--- src/http_frame_start_finder_macros.svh ---
// ----------------------------------------------------------------------------
// HTTP frame start finder assertion macros
// Shared concurrent assertion forms, clocked on clk and idle during reset.
// ----------------------------------------------------------------------------
`ifndef HTTP_FRAME_START_FINDER_MACROS_SVH
`define HTTP_FRAME_START_FINDER_MACROS_SVH

// Property that must hold at every clock edge outside reset.
`define HFSF_ASSERT(label, prop, msg) \
    label: assert property (@(posedge clk) disable iff (!rst_n) (prop)) \
        else $error(msg);

// Consequence that must hold in the cycle after the antecedent.
`define HFSF_ASSERT_NEXT(label, ante, cons, msg) \
    label: assert property (@(posedge clk) disable iff (!rst_n) (ante) |=> (cons)) \
        else $error(msg);

`endif

--- src/hfsf_pkg.sv ---
// ----------------------------------------------------------------------------
// HTTP frame start finder package
// Widths, register indexes, the message-start pattern table and shared types.
// ----------------------------------------------------------------------------
package hfsf_pkg;

    // Position counters wrap at this width.
    localparam int POS_BITS      = 32;
    localparam int HIST_LEN      = 9;
    localparam int NUM_PAT       = 12;
    localparam int MARKER_IDX    = 11;
    localparam int LEN_BITS      = 4;
    localparam int MODE_BITS     = 2;
    localparam int OFFSET_BITS   = 32;
    localparam int RESULT_BITS   = 32;
    localparam int CFG_IDX_BITS  = 1;
    localparam int CFG_DATA_BITS = 32;

    typedef logic [7:0]              byte_t;
    typedef logic [POS_BITS-1:0]     pos_t;
    typedef logic [NUM_PAT-1:0]      pat_vec_t;
    typedef logic [HIST_LEN*8-1:0]   pat_text_t;
    typedef logic [LEN_BITS-1:0]     pat_len_t;
    typedef logic [MODE_BITS-1:0]    mode_t;
    typedef logic [CFG_IDX_BITS-1:0] cfg_idx_t;

    // Message type codes.
    localparam mode_t MODE_UNKNOWN  = 2'd0;
    localparam mode_t MODE_REQUEST  = 2'd1;
    localparam mode_t MODE_RESPONSE = 2'd2;

    // Configuration register indexes.
    localparam cfg_idx_t REG_MESSAGE_TYPE = 1'b0;
    localparam cfg_idx_t REG_START_OFFSET = 1'b1;

    // Pattern groups enabled by each message type.
    localparam pat_vec_t REQUEST_SET  = 12'b0000_0001_1111_1111;
    localparam pat_vec_t RESPONSE_SET = 12'b0110_0000_0000;

    // Pattern text, right aligned: the final character sits in the low byte.
    // The last entry is the CR LF CR LF end-of-header marker.
    localparam pat_text_t PAT_TEXT [NUM_PAT] = '{
        pat_text_t'("GET "),
        pat_text_t'("HEAD "),
        pat_text_t'("POST "),
        pat_text_t'("PUT "),
        pat_text_t'("DELETE "),
        pat_text_t'("CONNECT "),
        pat_text_t'("OPTIONS "),
        pat_text_t'("TRACE "),
        pat_text_t'("PATCH "),
        pat_text_t'("HTTP/1.1 "),
        pat_text_t'("HTTP/1.0 "),
        pat_text_t'({8'h0D, 8'h0A, 8'h0D, 8'h0A})
    };

    localparam pat_len_t PAT_LEN [NUM_PAT] = '{
        4'd4, 4'd5, 4'd5, 4'd4, 4'd7, 4'd8, 4'd8, 4'd6, 4'd6, 4'd9, 4'd9, 4'd4
    };

    // Control handed from the sequencer to every history cell.
    typedef struct packed {
        logic shift;
        logic clear;
    } cell_ctrl_t;

    // Expected character of pattern p at distance j back from the newest byte.
    function automatic byte_t pat_char(input int p, input int j);
        return PAT_TEXT[p][8*j +: 8];
    endfunction

    // Whether distance j lies inside pattern p.
    function automatic logic pat_care(input int p, input int j);
        return j < int'(PAT_LEN[p]);
    endfunction

endpackage

--- src/http_frame_start_finder.sv ---
// ----------------------------------------------------------------------------
// HTTP frame start finder
// Finds the latest message-start pattern before the first end-of-header
// marker preceded by one in a byte stream, and reports its absolute position.
// ----------------------------------------------------------------------------
// Usage:
//   Bytes enter on the in channel (data_byte, last_byte) with in_valid and
//   in_ready; one result per buffer leaves on the out channel (found,
//   start_position) with out_valid and out_ready. message_type (index 0) and
//   start_offset (index 1) are written on the cfg channel, which is always
//   ready. Write them only while no buffer is in flight; the block does not
//   check this. One byte is taken every cycle while in_ready is high. The
//   byte runs through a row of nine history cells, each comparing its byte
//   against every pattern, so a marker or a pattern is seen in the cycle its
//   last byte arrives. A result is visible on the out channel in the cycle
//   after the byte that caused it was accepted. The single output register
//   decides the rate under back pressure: while a result waits and out_ready
//   is low, in_ready is low; a result taken that cycle frees the slot.
//   Reset clears the history, the position counters and the output valid
//   flag, sets message_type to unknown and start_offset to zero. After the last
//   byte of a buffer the search state returns to that reset state, with the
//   registers kept.
// ----------------------------------------------------------------------------
`include "http_frame_start_finder_macros.svh"

module http_frame_start_finder
(
    input  logic                                clk,
    input  logic                                rst_n,
    input  logic                                in_valid,
    output logic                                in_ready,
    input  hfsf_pkg::byte_t                     data_byte,
    input  logic                                last_byte,
    output logic                                out_valid,
    input  logic                                out_ready,
    output logic                                found,
    output logic [hfsf_pkg::RESULT_BITS-1:0]    start_position,
    input  logic                                cfg_valid,
    output logic                                cfg_ready,
    input  hfsf_pkg::cfg_idx_t                  cfg_index,
    input  logic [hfsf_pkg::CFG_DATA_BITS-1:0]  cfg_data
);
    import hfsf_pkg::*;

    // Configuration registers.
    mode_t                  message_type_reg;
    logic [OFFSET_BITS-1:0] start_offset_reg;

    // Search state.
    pos_t i_reg,          i_next;
    pos_t seg_reg,        seg_next;
    pos_t d_reg,          d_next;
    pos_t best_start_reg, best_start_next;
    pos_t best_off_reg,   best_off_next;
    logic best_valid_reg, best_valid_next;
    logic done_reg,       done_next;

    // Output register.
    logic                   out_valid_reg, out_valid_next;
    logic                   found_reg,     found_next;
    logic [RESULT_BITS-1:0] start_position_reg, start_position_next;

    logic       in_accept;
    logic       cfg_accept;
    cell_ctrl_t cell_ctrl;
    byte_t      hist [HIST_LEN+1];
    pat_vec_t   cell_match [HIST_LEN];
    pat_vec_t   tail_match;
    pat_vec_t   mode_set;
    logic       hit;
    pat_len_t   hit_len_m1;
    logic       marker_hit;
    pos_t       hit_off;
    pos_t       hit_start;
    pos_t       abs_pos;
    logic       emit;
    logic       emit_found;

    assign in_ready   = !out_valid_reg || out_ready;
    assign in_accept  = in_valid && in_ready;
    assign cfg_ready  = 1'b1;
    assign cfg_accept = cfg_valid && cfg_ready;

    // Configuration writes.
    always_ff @(posedge clk or negedge rst_n)
    begin
        if (!rst_n)
        begin
            message_type_reg <= MODE_UNKNOWN;
            start_offset_reg <= '0;
        end
        else if (cfg_accept)
        begin
            case (cfg_index)
                REG_MESSAGE_TYPE: message_type_reg <= cfg_data[MODE_BITS-1:0];
                REG_START_OFFSET: start_offset_reg <= cfg_data[OFFSET_BITS-1:0];
                default:          message_type_reg <= message_type_reg;
            endcase
        end
    end

    // History line: each byte taken while not done enters cell 0 and moves one cell.
    assign cell_ctrl.shift = in_accept && !done_reg;
    assign cell_ctrl.clear = in_accept && last_byte;
    assign hist[0]         = data_byte;

    for (genvar j = 0; j < HIST_LEN; j++)
    begin : g_cell
        byte_t    cell_ref [NUM_PAT];
        pat_vec_t cell_care;

        always_comb
        begin
            for (int p = 0; p < NUM_PAT; p++)
            begin
                cell_ref[p]  = pat_char(p, j);
                cell_care[p] = pat_care(p, j);
            end
        end

        hfsf_cell u_cell
        (
            .clk       (clk),
            .rst_n     (rst_n),
            .ctrl      (cell_ctrl),
            .shift_in  (hist[j]),
            .ref_chars (cell_ref),
            .care      (cell_care),
            .shift_out (hist[j+1]),
            .match     (cell_match[j])
        );
    end

    // A pattern matches when every cell agrees.
    always_comb
    begin
        tail_match = '1;
        for (int j = 0; j < HIST_LEN; j++)
        begin
            tail_match = tail_match & cell_match[j];
        end
    end

    // Patterns enabled by the message type.
    always_comb
    begin
        case (message_type_reg)
            MODE_REQUEST:  mode_set = REQUEST_SET;
            MODE_RESPONSE: mode_set = RESPONSE_SET;
            default:       mode_set = '0;
        endcase
    end

    // Pattern and marker hits that lie wholly inside the current segment.
    // Patterns end in a space and none is a suffix of another, so at most one hits.
    always_comb
    begin
        hit        = 1'b0;
        hit_len_m1 = '0;
        for (int p = 0; p < MARKER_IDX; p++)
        begin
            if (mode_set[p] && tail_match[p] && d_reg >= pos_t'(PAT_LEN[p] - 4'd1))
            begin
                hit        = 1'b1;
                hit_len_m1 = PAT_LEN[p] - 4'd1;
            end
        end
        marker_hit = (mode_set != '0) && tail_match[MARKER_IDX] &&
                     d_reg >= pos_t'(PAT_LEN[MARKER_IDX] - 4'd1);
        hit_off    = d_reg - pos_t'(hit_len_m1);
        hit_start  = i_reg - pos_t'(hit_len_m1);
    end

    // Search sequencing for one accepted byte.
    always_comb
    begin
        i_next          = i_reg;
        seg_next        = seg_reg;
        d_next          = d_reg;
        best_start_next = best_start_reg;
        best_off_next   = best_off_reg;
        best_valid_next = best_valid_reg;
        done_next       = done_reg;
        emit            = 1'b0;
        emit_found      = 1'b0;

        if (in_accept)
        begin
            if (!done_reg)
            begin
                i_next = i_reg + pos_t'(1);
                d_next = d_reg + pos_t'(1);

                // The candidate farthest from the segment start wins.
                if (hit && (!best_valid_reg || hit_off > best_off_reg))
                begin
                    best_start_next = hit_start;
                    best_off_next   = hit_off;
                    best_valid_next = 1'b1;
                end

                // At the marker either report or restart the segment after it.
                if (marker_hit)
                begin
                    if (best_valid_next)
                    begin
                        emit       = 1'b1;
                        emit_found = 1'b1;
                        done_next  = 1'b1;
                    end
                    else
                    begin
                        seg_next        = i_reg + pos_t'(1);
                        d_next          = '0;
                        best_start_next = '0;
                        best_off_next   = '0;
                        best_valid_next = 1'b0;
                    end
                end
            end

            // End of buffer: report a miss if nothing was reported, then clear.
            if (last_byte)
            begin
                if (!emit && !done_reg)
                begin
                    emit = 1'b1;
                end
                i_next          = '0;
                seg_next        = '0;
                d_next          = '0;
                best_start_next = '0;
                best_off_next   = '0;
                best_valid_next = 1'b0;
                done_next       = 1'b0;
            end
        end
    end

    always_ff @(posedge clk or negedge rst_n)
    begin
        if (!rst_n)
        begin
            i_reg          <= '0;
            seg_reg        <= '0;
            d_reg          <= '0;
            best_start_reg <= '0;
            best_off_reg   <= '0;
            best_valid_reg <= 1'b0;
            done_reg       <= 1'b0;
        end
        else
        begin
            i_reg          <= i_next;
            seg_reg        <= seg_next;
            d_reg          <= d_next;
            best_start_reg <= best_start_next;
            best_off_reg   <= best_off_next;
            best_valid_reg <= best_valid_next;
            done_reg       <= done_next;
        end
    end

    // Output register load; a result only arrives when the slot is free.
    // A marker byte never completes a pattern, so the stored candidate is the
    // one reported, even when the marker is also the last byte.
    always_comb
    begin
        abs_pos             = pos_t'(start_offset_reg) + best_start_reg;
        out_valid_next      = out_valid_reg && !out_ready;
        found_next          = found_reg;
        start_position_next = start_position_reg;
        if (emit)
        begin
            out_valid_next      = 1'b1;
            found_next          = emit_found;
            start_position_next = emit_found ? RESULT_BITS'(abs_pos) : '0;
        end
    end

    always_ff @(posedge clk or negedge rst_n)
    begin
        if (!rst_n)
        begin
            out_valid_reg <= 1'b0;
        end
        else
        begin
            out_valid_reg <= out_valid_next;
        end
    end

    always_ff @(posedge clk)
    begin
        found_reg          <= found_next;
        start_position_reg <= start_position_next;
    end

    assign out_valid      = out_valid_reg;
    assign found          = found_reg;
    assign start_position = start_position_reg;

    // Checks on the search state and the output register.
    `HFSF_ASSERT(a_done_has_best, done_reg |-> best_valid_reg, "search done without a candidate")
    `HFSF_ASSERT(a_distance, (i_reg - seg_reg) == d_reg, "segment distance out of step")
    `HFSF_ASSERT(a_stall_blocks, !in_ready |-> out_valid_reg, "input stalled with empty output")
    `HFSF_ASSERT(a_miss_zero, (out_valid_reg && !found_reg) |-> (start_position_reg == '0), "miss with nonzero position")
    `HFSF_ASSERT_NEXT(a_last_reports, in_accept && last_byte && !done_reg, out_valid_reg, "last byte gave no result")

endmodule

--- src/hfsf_cell.sv ---
// ----------------------------------------------------------------------------
// HTTP frame start finder history cell
// Holds one byte of the history line and compares the byte it is about to
// take against the character every pattern expects at this place.
// ----------------------------------------------------------------------------
module hfsf_cell
(
    input  logic                 clk,
    input  logic                 rst_n,
    input  hfsf_pkg::cell_ctrl_t ctrl,
    input  hfsf_pkg::byte_t      shift_in,
    input  hfsf_pkg::byte_t      ref_chars [hfsf_pkg::NUM_PAT],
    input  hfsf_pkg::pat_vec_t   care,
    output hfsf_pkg::byte_t      shift_out,
    output hfsf_pkg::pat_vec_t   match
);
    import hfsf_pkg::*;

    byte_t hist_reg;
    byte_t hist_next;

    // Clear at the end of a buffer, otherwise take the neighbor's byte.
    always_comb
    begin
        hist_next = hist_reg;
        if (ctrl.clear)
        begin
            hist_next = '0;
        end
        else if (ctrl.shift)
        begin
            hist_next = shift_in;
        end
    end

    always_ff @(posedge clk or negedge rst_n)
    begin
        if (!rst_n)
        begin
            hist_reg <= '0;
        end
        else
        begin
            hist_reg <= hist_next;
        end
    end

    // Places outside a pattern always agree.
    always_comb
    begin
        for (int p = 0; p < NUM_PAT; p++)
        begin
            match[p] = !care[p] || (shift_in == ref_chars[p]);
        end
    end

    assign shift_out = hist_reg;

endmodule

--- config.mk ---
export PLATFORM = sky130hd
export DESIGN_NAME = http_frame_start_finder
export DESIGN_NICKNAME = d
export VERILOG_FILES = /design/src/hfsf_pkg.sv /design/src/http_frame_start_finder.sv /design/src/hfsf_cell.sv
export VERILOG_INCLUDE_DIRS = /design/src /design/src/src
export SDC_FILE = /design/constraint.sdc
export NUM_CORES = 1
export LEC_CHECK = 0
export BUFFER_PORTS_ARGS = -buffer_cell sky130_fd_sc_hd__buf_2
export CORE_MARGIN = 1
export CORE_UTILIZATION = 23
export DETAILED_ROUTE_END_ITERATION = 10
export GPL_ROUTABILITY_DRIVEN = 0
export GPL_TIMING_DRIVEN = 0
export PLACE_DENSITY = 0.4
export SETUP_SLACK_MARGIN = 0.3
export SLEW_MARGIN = 20
export SYNTH_ARGS = -nofsm -noshare
export SYNTH_HDL_FRONTEND = slang
export SYNTH_SLANG_ARGS = --single-unit
--- constraint.sdc ---
create_clock -name clk -period 15.54 [get_ports clk]
set_input_delay 1.554 -clock clk [delete_from_list [all_inputs] [get_ports clk]]
set_output_delay 1.554 -clock clk [all_outputs]
set_load 0.1 [all_outputs]
## After elaboration in Yosys (flattened, before gate mapping)

Cells that the tools add are included.

| cells by class | value |
|---|---|
| mux-type cells | 72 |
| order comparisons | 7 |
| reduce and logical (&&, ||, !) cells | 42 |
| equality and inequality tests | 50 |
| bitwise operators | 9 |
| add/subtract/negate cells | 5 |

Operators by type and width:

| kind | count |
|---|---|
| 32-bit two-way mux | 16 |
| 8-bit by 7-bit equality test with 1-bit output (second input constant) | 37 |
| 32-bit by 3-bit >= comparator with 1-bit output (second input constant) | 4 |
| 8-bit two-way mux | 16 |
| 12-bit bitwise AND | 8 |
| 32-bit by 1-bit adder with 32-bit output (second input constant) | 2 |
| 32-bit by 4-bit subtractor with 32-bit output | 2 |
| 8-bit by 6-bit equality test with 1-bit output (second input constant) | 6 |
| 4-bit two-way mux | 10 |
| 32-bit adder | 1 |
| 8-bit by 4-bit equality test with 1-bit output (second input constant) | 4 |
| 32-bit by 2-bit >= comparator with 1-bit output (second input constant) | 1 |
| 32-bit by 4-bit >= comparator with 1-bit output (second input constant) | 1 |
| 32-bit > comparator | 1 |
| 1-bit logical AND | 30 |
| 1-bit two-way mux | 28 |
| 11-bit case mux with 2 select lines | 1 |
| 12-bit nonzero test | 1 |
| 2-bit AND reduction | 3 |
| 1-bit logical NOT | 5 |
| 2-bit by 1-bit equality test with 1-bit output (second input constant) | 1 |
| 2-bit equality test (second input constant) | 1 |
| 1-bit logical OR | 2 |
| 2-bit two-way mux | 1 |
| 3 further kinds | 3 |

| word-level totals | value |
|---|---|
| output and inout bits | 36 |
| bits in registers | 262 |
| input port bits | 47 |
| word-level logic and storage cells | 204 |

## Longest topological paths before layout

| depth | value |
|---|---|
| depth in word-level cells | 39 |
| mapped depth | 30 |
| mapped depth without buffers | 29 |

## Modules after synthesis

Synthesis repeated with hierarchy kept, for this count alone.

| unflattened totals | value |
|---|---|
| cells, all modules | 2857 |
| area, all modules | 26217.6 sq um |

By module, submodules not included:

| module | cells each | seq. area each (sq um) | instances | area an instance (sq um) |
|---|---|---|---|---|
| hfsf_cell | 174 | 200.2 | 9 | 1561.5 |
| http_frame_start_finder | 1291 | 5119.9 | 1 | 12164.2 |

## Worst setup path before layout

No wires, ideal clock.

| path | value |
|---|---|
| kind | input to register |
| start point | input data_byte[6] |
| end point | register best_start_reg[30] |
| data required time | 15.474 ns |
| data arrival time | 7.570 ns |
| setup time | 0.066 ns |
| path buffers | 1 |
| slack | 7.904 ns |
| stages | 27 |
| cells stage by stage | nor4b_1 -> nand4b_1 -> nor3_1 -> a31o_2 -> a21oi_1 -> a2bb2oi_1 -> o21ai_0 -> ha_1 -> inv_1 -> fa_1 -> a21o_1 -> a21oi_2 -> nand2_1 -> or4_1 -> or4_1 -> nor4_1 -> xor2_1 -> ha_1 -> nand4_1 -> nor4_1 -> nand2_1 -> or4_1 -> o31ai_1 -> nor2_1 -> a2bb2oi_4 -> buf_4 -> a22o_1 |

| on the way | value |
|---|---|
| longest elaborated chain between the ends | 33 |
| elaborated cells on any way between the ends | 69 |
| classes of those cells | add/sub: 2; order compare: 1; eq/ne: 2; mux: 30; bitwise: 8; reduce/logical: 26 |

RTL lines:

| element | line | RTL |
|---|---|---|
| start: declaration | http_frame_start_finder.sv:32 | `input hfsf_pkg::byte_t data_byte,` |
| 8-bit by 6-bit equality test with 1-bit output | hfsf_cell.sv:53 | `match[p] = !care[p] \|\| (shift_in == ref_chars[p]);` |
| 12-bit bitwise AND (*) (8 in a row) | http_frame_start_finder.sv:140 | `tail_match = tail_match & cell_match[j];` |
| 1-bit logical AND (2 in a row) | http_frame_start_finder.sv:162 | `if (mode_set[p] && tail_match[p] && d_reg >= pos_t'(PAT_LEN[p] - 4'd1))` |
| 2-bit two-way mux | http_frame_start_finder.sv:162 |  |
| 4-bit two-way mux (10 in a row) | http_frame_start_finder.sv:162 |  |
| 32-bit by 4-bit subtractor with 32-bit output | http_frame_start_finder.sv:170 | `hit_off = d_reg - pos_t'(hit_len_m1);` |
| 32-bit > comparator | http_frame_start_finder.sv:195 | `if (hit && (!best_valid_reg \|\| hit_off > best_off_reg))` |
| 1-bit logical OR | http_frame_start_finder.sv:195 |  |
| 1-bit logical AND | http_frame_start_finder.sv:195 |  |
| 1-bit two-way mux | http_frame_start_finder.sv:195 |  |
| 1-bit two-way mux | http_frame_start_finder.sv:189 | `if (!done_reg)` |
| 1-bit two-way mux | http_frame_start_finder.sv:187 | `if (in_accept)` |
| 32-bit two-way mux | http_frame_start_finder.sv:205 | `if (best_valid_next)` |
| 32-bit two-way mux (*) | http_frame_start_finder.sv:203 | `if (marker_hit)` |
| 32-bit two-way mux (*) | http_frame_start_finder.sv:189 |  |
| 32-bit two-way mux (*) | http_frame_start_finder.sv:223 | `if (last_byte)` |
| end signal: assignment | http_frame_start_finder.sv:257 | `best_start_reg <= best_start_next;` |
| end: declaration | http_frame_start_finder.sv:53 | `pos_t best_start_reg, best_start_next;` |

Every way passes the cells marked *; elsewhere a longest branch is shown, timed or not. The select of a mux whose other input is x is not followed.
A chain may end at the register's enable or synchronous reset.

## Final worst setup path

| path | value |
|---|---|
| start point | input data_byte[6] |
| end point | register best_off_reg[15] |

| on the way | value |
|---|---|
| longest elaborated chain between the ends | 33 |
| elaborated cells on any way between the ends | 68 |
| classes of those cells | add/sub: 1; order compare: 1; eq/ne: 2; mux: 30; bitwise: 8; reduce/logical: 26 |

RTL lines:

| element | line | RTL |
|---|---|---|
| 8-bit by 6-bit equality test with 1-bit output | hfsf_cell.sv:53 |  |
| 12-bit bitwise AND (*) (8 in a row) | http_frame_start_finder.sv:140 |  |
| 1-bit logical AND (2 in a row) | http_frame_start_finder.sv:162 |  |
| 2-bit two-way mux | http_frame_start_finder.sv:162 |  |
| 4-bit two-way mux (10 in a row) | http_frame_start_finder.sv:162 |  |
| 32-bit by 4-bit subtractor with 32-bit output | http_frame_start_finder.sv:170 |  |
| 32-bit > comparator | http_frame_start_finder.sv:195 |  |
| 1-bit logical OR | http_frame_start_finder.sv:195 |  |
| 1-bit logical AND | http_frame_start_finder.sv:195 |  |
| 1-bit two-way mux | http_frame_start_finder.sv:195 |  |
| 1-bit two-way mux | http_frame_start_finder.sv:189 |  |
| 1-bit two-way mux | http_frame_start_finder.sv:187 |  |
| 32-bit two-way mux | http_frame_start_finder.sv:205 |  |
| 32-bit two-way mux (*) | http_frame_start_finder.sv:203 |  |
| 32-bit two-way mux (*) | http_frame_start_finder.sv:189 |  |
| 32-bit two-way mux (*) | http_frame_start_finder.sv:223 |  |
| end signal: assignment | http_frame_start_finder.sv:258 | `best_off_reg <= best_off_next;` |
| end: declaration | http_frame_start_finder.sv:54 | `pos_t best_off_reg, best_off_next;` |

Marked as above.

==> flow_summary.toml <==
[power_and_ir_drop]
power.total_mw = 1.92
cellPowerDensity_mw_per_mm2 = 105
p_leak_nw = 7.76
peakVddDrop_mv = 0.0541

[route]
drt_iter0_markers = 932
wl_um = 48000
routed-via-count = 12700
avgViaCountPerCell = 4.86
ant_nets = 0
drc = 0
firstDrtPassIters = 5
post_drt_wl_per_cell_um = 18.4

[yosys]
synth_seq_cells = 262
synth-edff-count = 33
synth_top_family_by_area = "simple AND/OR/NAND/NOR gates"
ys.flop_type = "dfrtp_1"
netlist.area_leader.share_pct = 36.9
ys_types = 85
ys_warn_count = 0
synth_nets = 1727
syn_avg_cell_area_um2 = 9.71
postSynthCellCount = 1600
synthMuxAreaShare_pct = 2.38
synthXorXnorAreaFrac_pct = 5.24
netlist_area_mm2 = 0.0155
ys_seq_area_share_pct = 43.2
synth_compound_area_share_pct = 18.5
synth-simple-area-share_pct = 20.1
async_flop_share_pct = 87.4
synth_area_leaders = "dfrtp_1, edfxtp_1, a22o_1, ha_1, nand2_1"
synth_top_area_cell = "dfrtp_1"
synthAdderAreaFrac_pct = 6.58

[run]
drv_cap = 0

[timing]
finalSetupViolCount = 0
layout_min_cycle_time_ps = 9540
slew_headroom_pct = 35.8
tns_ps = 0
setup_ws_ps = 6000
rsz0062_at_grt = "false"
skew_ps = 23.5
fmax_mhz = 105
whs_ps = 500
tightest_slew_ps = 950
finalMaxSlewViolations = 0
finalHoldViolCount = 0
period_share_pct = 61.4

[die]
start_util_pct = 23.4
io_pins = 83
rows = 94
die_h_um = 262
die_area_mm2 = 0.0686
die_w_um = 262
core_mm2 = 0.0663

[worst_hold_path]
worstHoldStart = "best_off_reg[5]"
min_path_type = "reg2reg"

[final_layout]
n_antenna_cell = 0
stdcell_area_mm2 = 0.0182
drive_gt1_share_pct = 12.7
fin_util_pct = 27.5
fin_nets = 1848
stdcell_count = 2609
layout_commonest_cell = "dfrtp_1"
largest_reg_flops = 64
area_delta_synth_final_pct = 17.2
final_cell_mix = "dfrtp_1, nand2_1, nor2_1"

[worst_setup_path]
cp-start-kind = "input pin"
path_common_cell = "or4_1"
worstReg2RegStart = "g_cell[2].u_cell.shift_out[2]"
max_stage_delay_ps = 700
cp_top_family = "simple AND/OR/NAND/NOR gates"
cp-end-kind = "flop"
startpoint = "data_byte[6]"
cp_max_fo = 10
crit_slowest_cell = "nor4_1"
worstPathRequired_ps = 16000
path_buf_inv = 3
crit_type = "in2reg"
cp_data_arrival_time_ps = 10000

[global_routing]
grt_pass1_wl_um = 74800
grt_usage_pct = 14.0
antenna_found_initial = 3
grt-ovfl-total = 0
grt_start_max_net_pins = 86
grt_pass1_vias = 12600

[clock_network]
holdBufCountCts = 0
cts_resized = 0
clkLatencyLatePin_ps = 540
cts_tree = "built"
cts-root-buf = "clkbuf_16"
cts.reportedPaths.clkPinSlew_ps = 50
cts_setup_buffers = 0
clock_sinks = 262
clockBufferDepth = 3
cts-buffers-inserted = 35
htreeDepth = 2

[placed_design]
dp_slack_ps = 5250
hpwl_um = 35700
portBuffers = 81
post_dp_cell_area_mm2 = 0.0171
placed_cells = 2548

[run_status]
status = "finished clean"
-- kinds of logic (layout without fill, tap and decap cells) --
family                     after synthesis  after routing
other                                    1              1
DFF                                    262            262
adders and majority gates               80             80
buffers and inverters                  153            298
and+or+nand+nor                        582            582
muxes                                   33             33
AOI/OAI and AO/OA                      396            396
xor gates and xnor gates                93             93
-- metal layers --
| layer | share of wire (%) | vias up | track usage (%) |
|---|---|---|---|
| met3 | 4.9 | 61 | 2.09 |
| met2 | 47 | 286 | 23.2 |
| li1 | - | 6174 | - |
| met5 | 0 | - | 0 |
| met1 | 46 | 6163 | 18.8 |
| met4 | 2.3 | 0 | 4.37 |
-- layout make-up --
| class | count | area [µm²] |
|---|---|---|
| fill | 7079 | 48100 |
| clock buffer | 51 | 996 |
| multi-input combinational | 1185 | 8230 |
| timing repair buffer | 84 | 478 |
| buffer | 92 | 377 |
| inverter | 61 | 229 |
| clock inverter | 10 | 100 |
| sequential | 262 | 6720 |
| tap | 864 | 1080 |
-- power breakdown --
part           switching [mW]  leakage (nW)  internal [mW]
Sequential             0.0333          3.42          0.723
Clock                   0.317         0.539          0.476
Combinational           0.240          3.81          0.130
Total                   0.590          7.76           1.33
-- synth_stat cells (7+ instances only) --
library cell / n
nor3_1: 44
a211oi_1: 8
nand2_1: 134
a21oi_1: 69
inv_1: 60
mux2_2: 32
nand4_1: 49
nor2b_1: 13
nor2_1: 122
nor4_1: 25
nor4b_1: 16
o21ai_0: 68
ha_1: 77
o31ai_1: 14
o21ai_1: 16
xor2_1: 57
clkbuf_1: 62
edfxtp_1: 33
buf_2: 19
nand3_1: 44
or3_1: 24
a22o_1: 113
and3_1: 18
o2bb2ai_2: 9
xnor2_1: 36
a21o_1: 22
buf_1: 9
nand2b_1: 12
dfrtp_1: 229
o21a_1: 11
nor3b_1: 11
a31oi_1: 11
or4_1: 15
and2_1: 8
o21bai_1: 7
-- worst paths after layout --
path | endpoint | slack (ps) | depth (start not counted)
max | best_off_reg[15] | 6000 | 27
min | best_off_reg[5] | 500 | 1
max reg2reg | best_off_reg[15] | 6650 | 30
min reg2reg | best_off_reg[5] | 500 | 1
max in group asynchronous | start_offset_reg[5] | 13680 | 2
min in group asynchronous | best_off_reg[20] | 960 | 1
No activity file was read; power rests on OpenSTA's default activity.
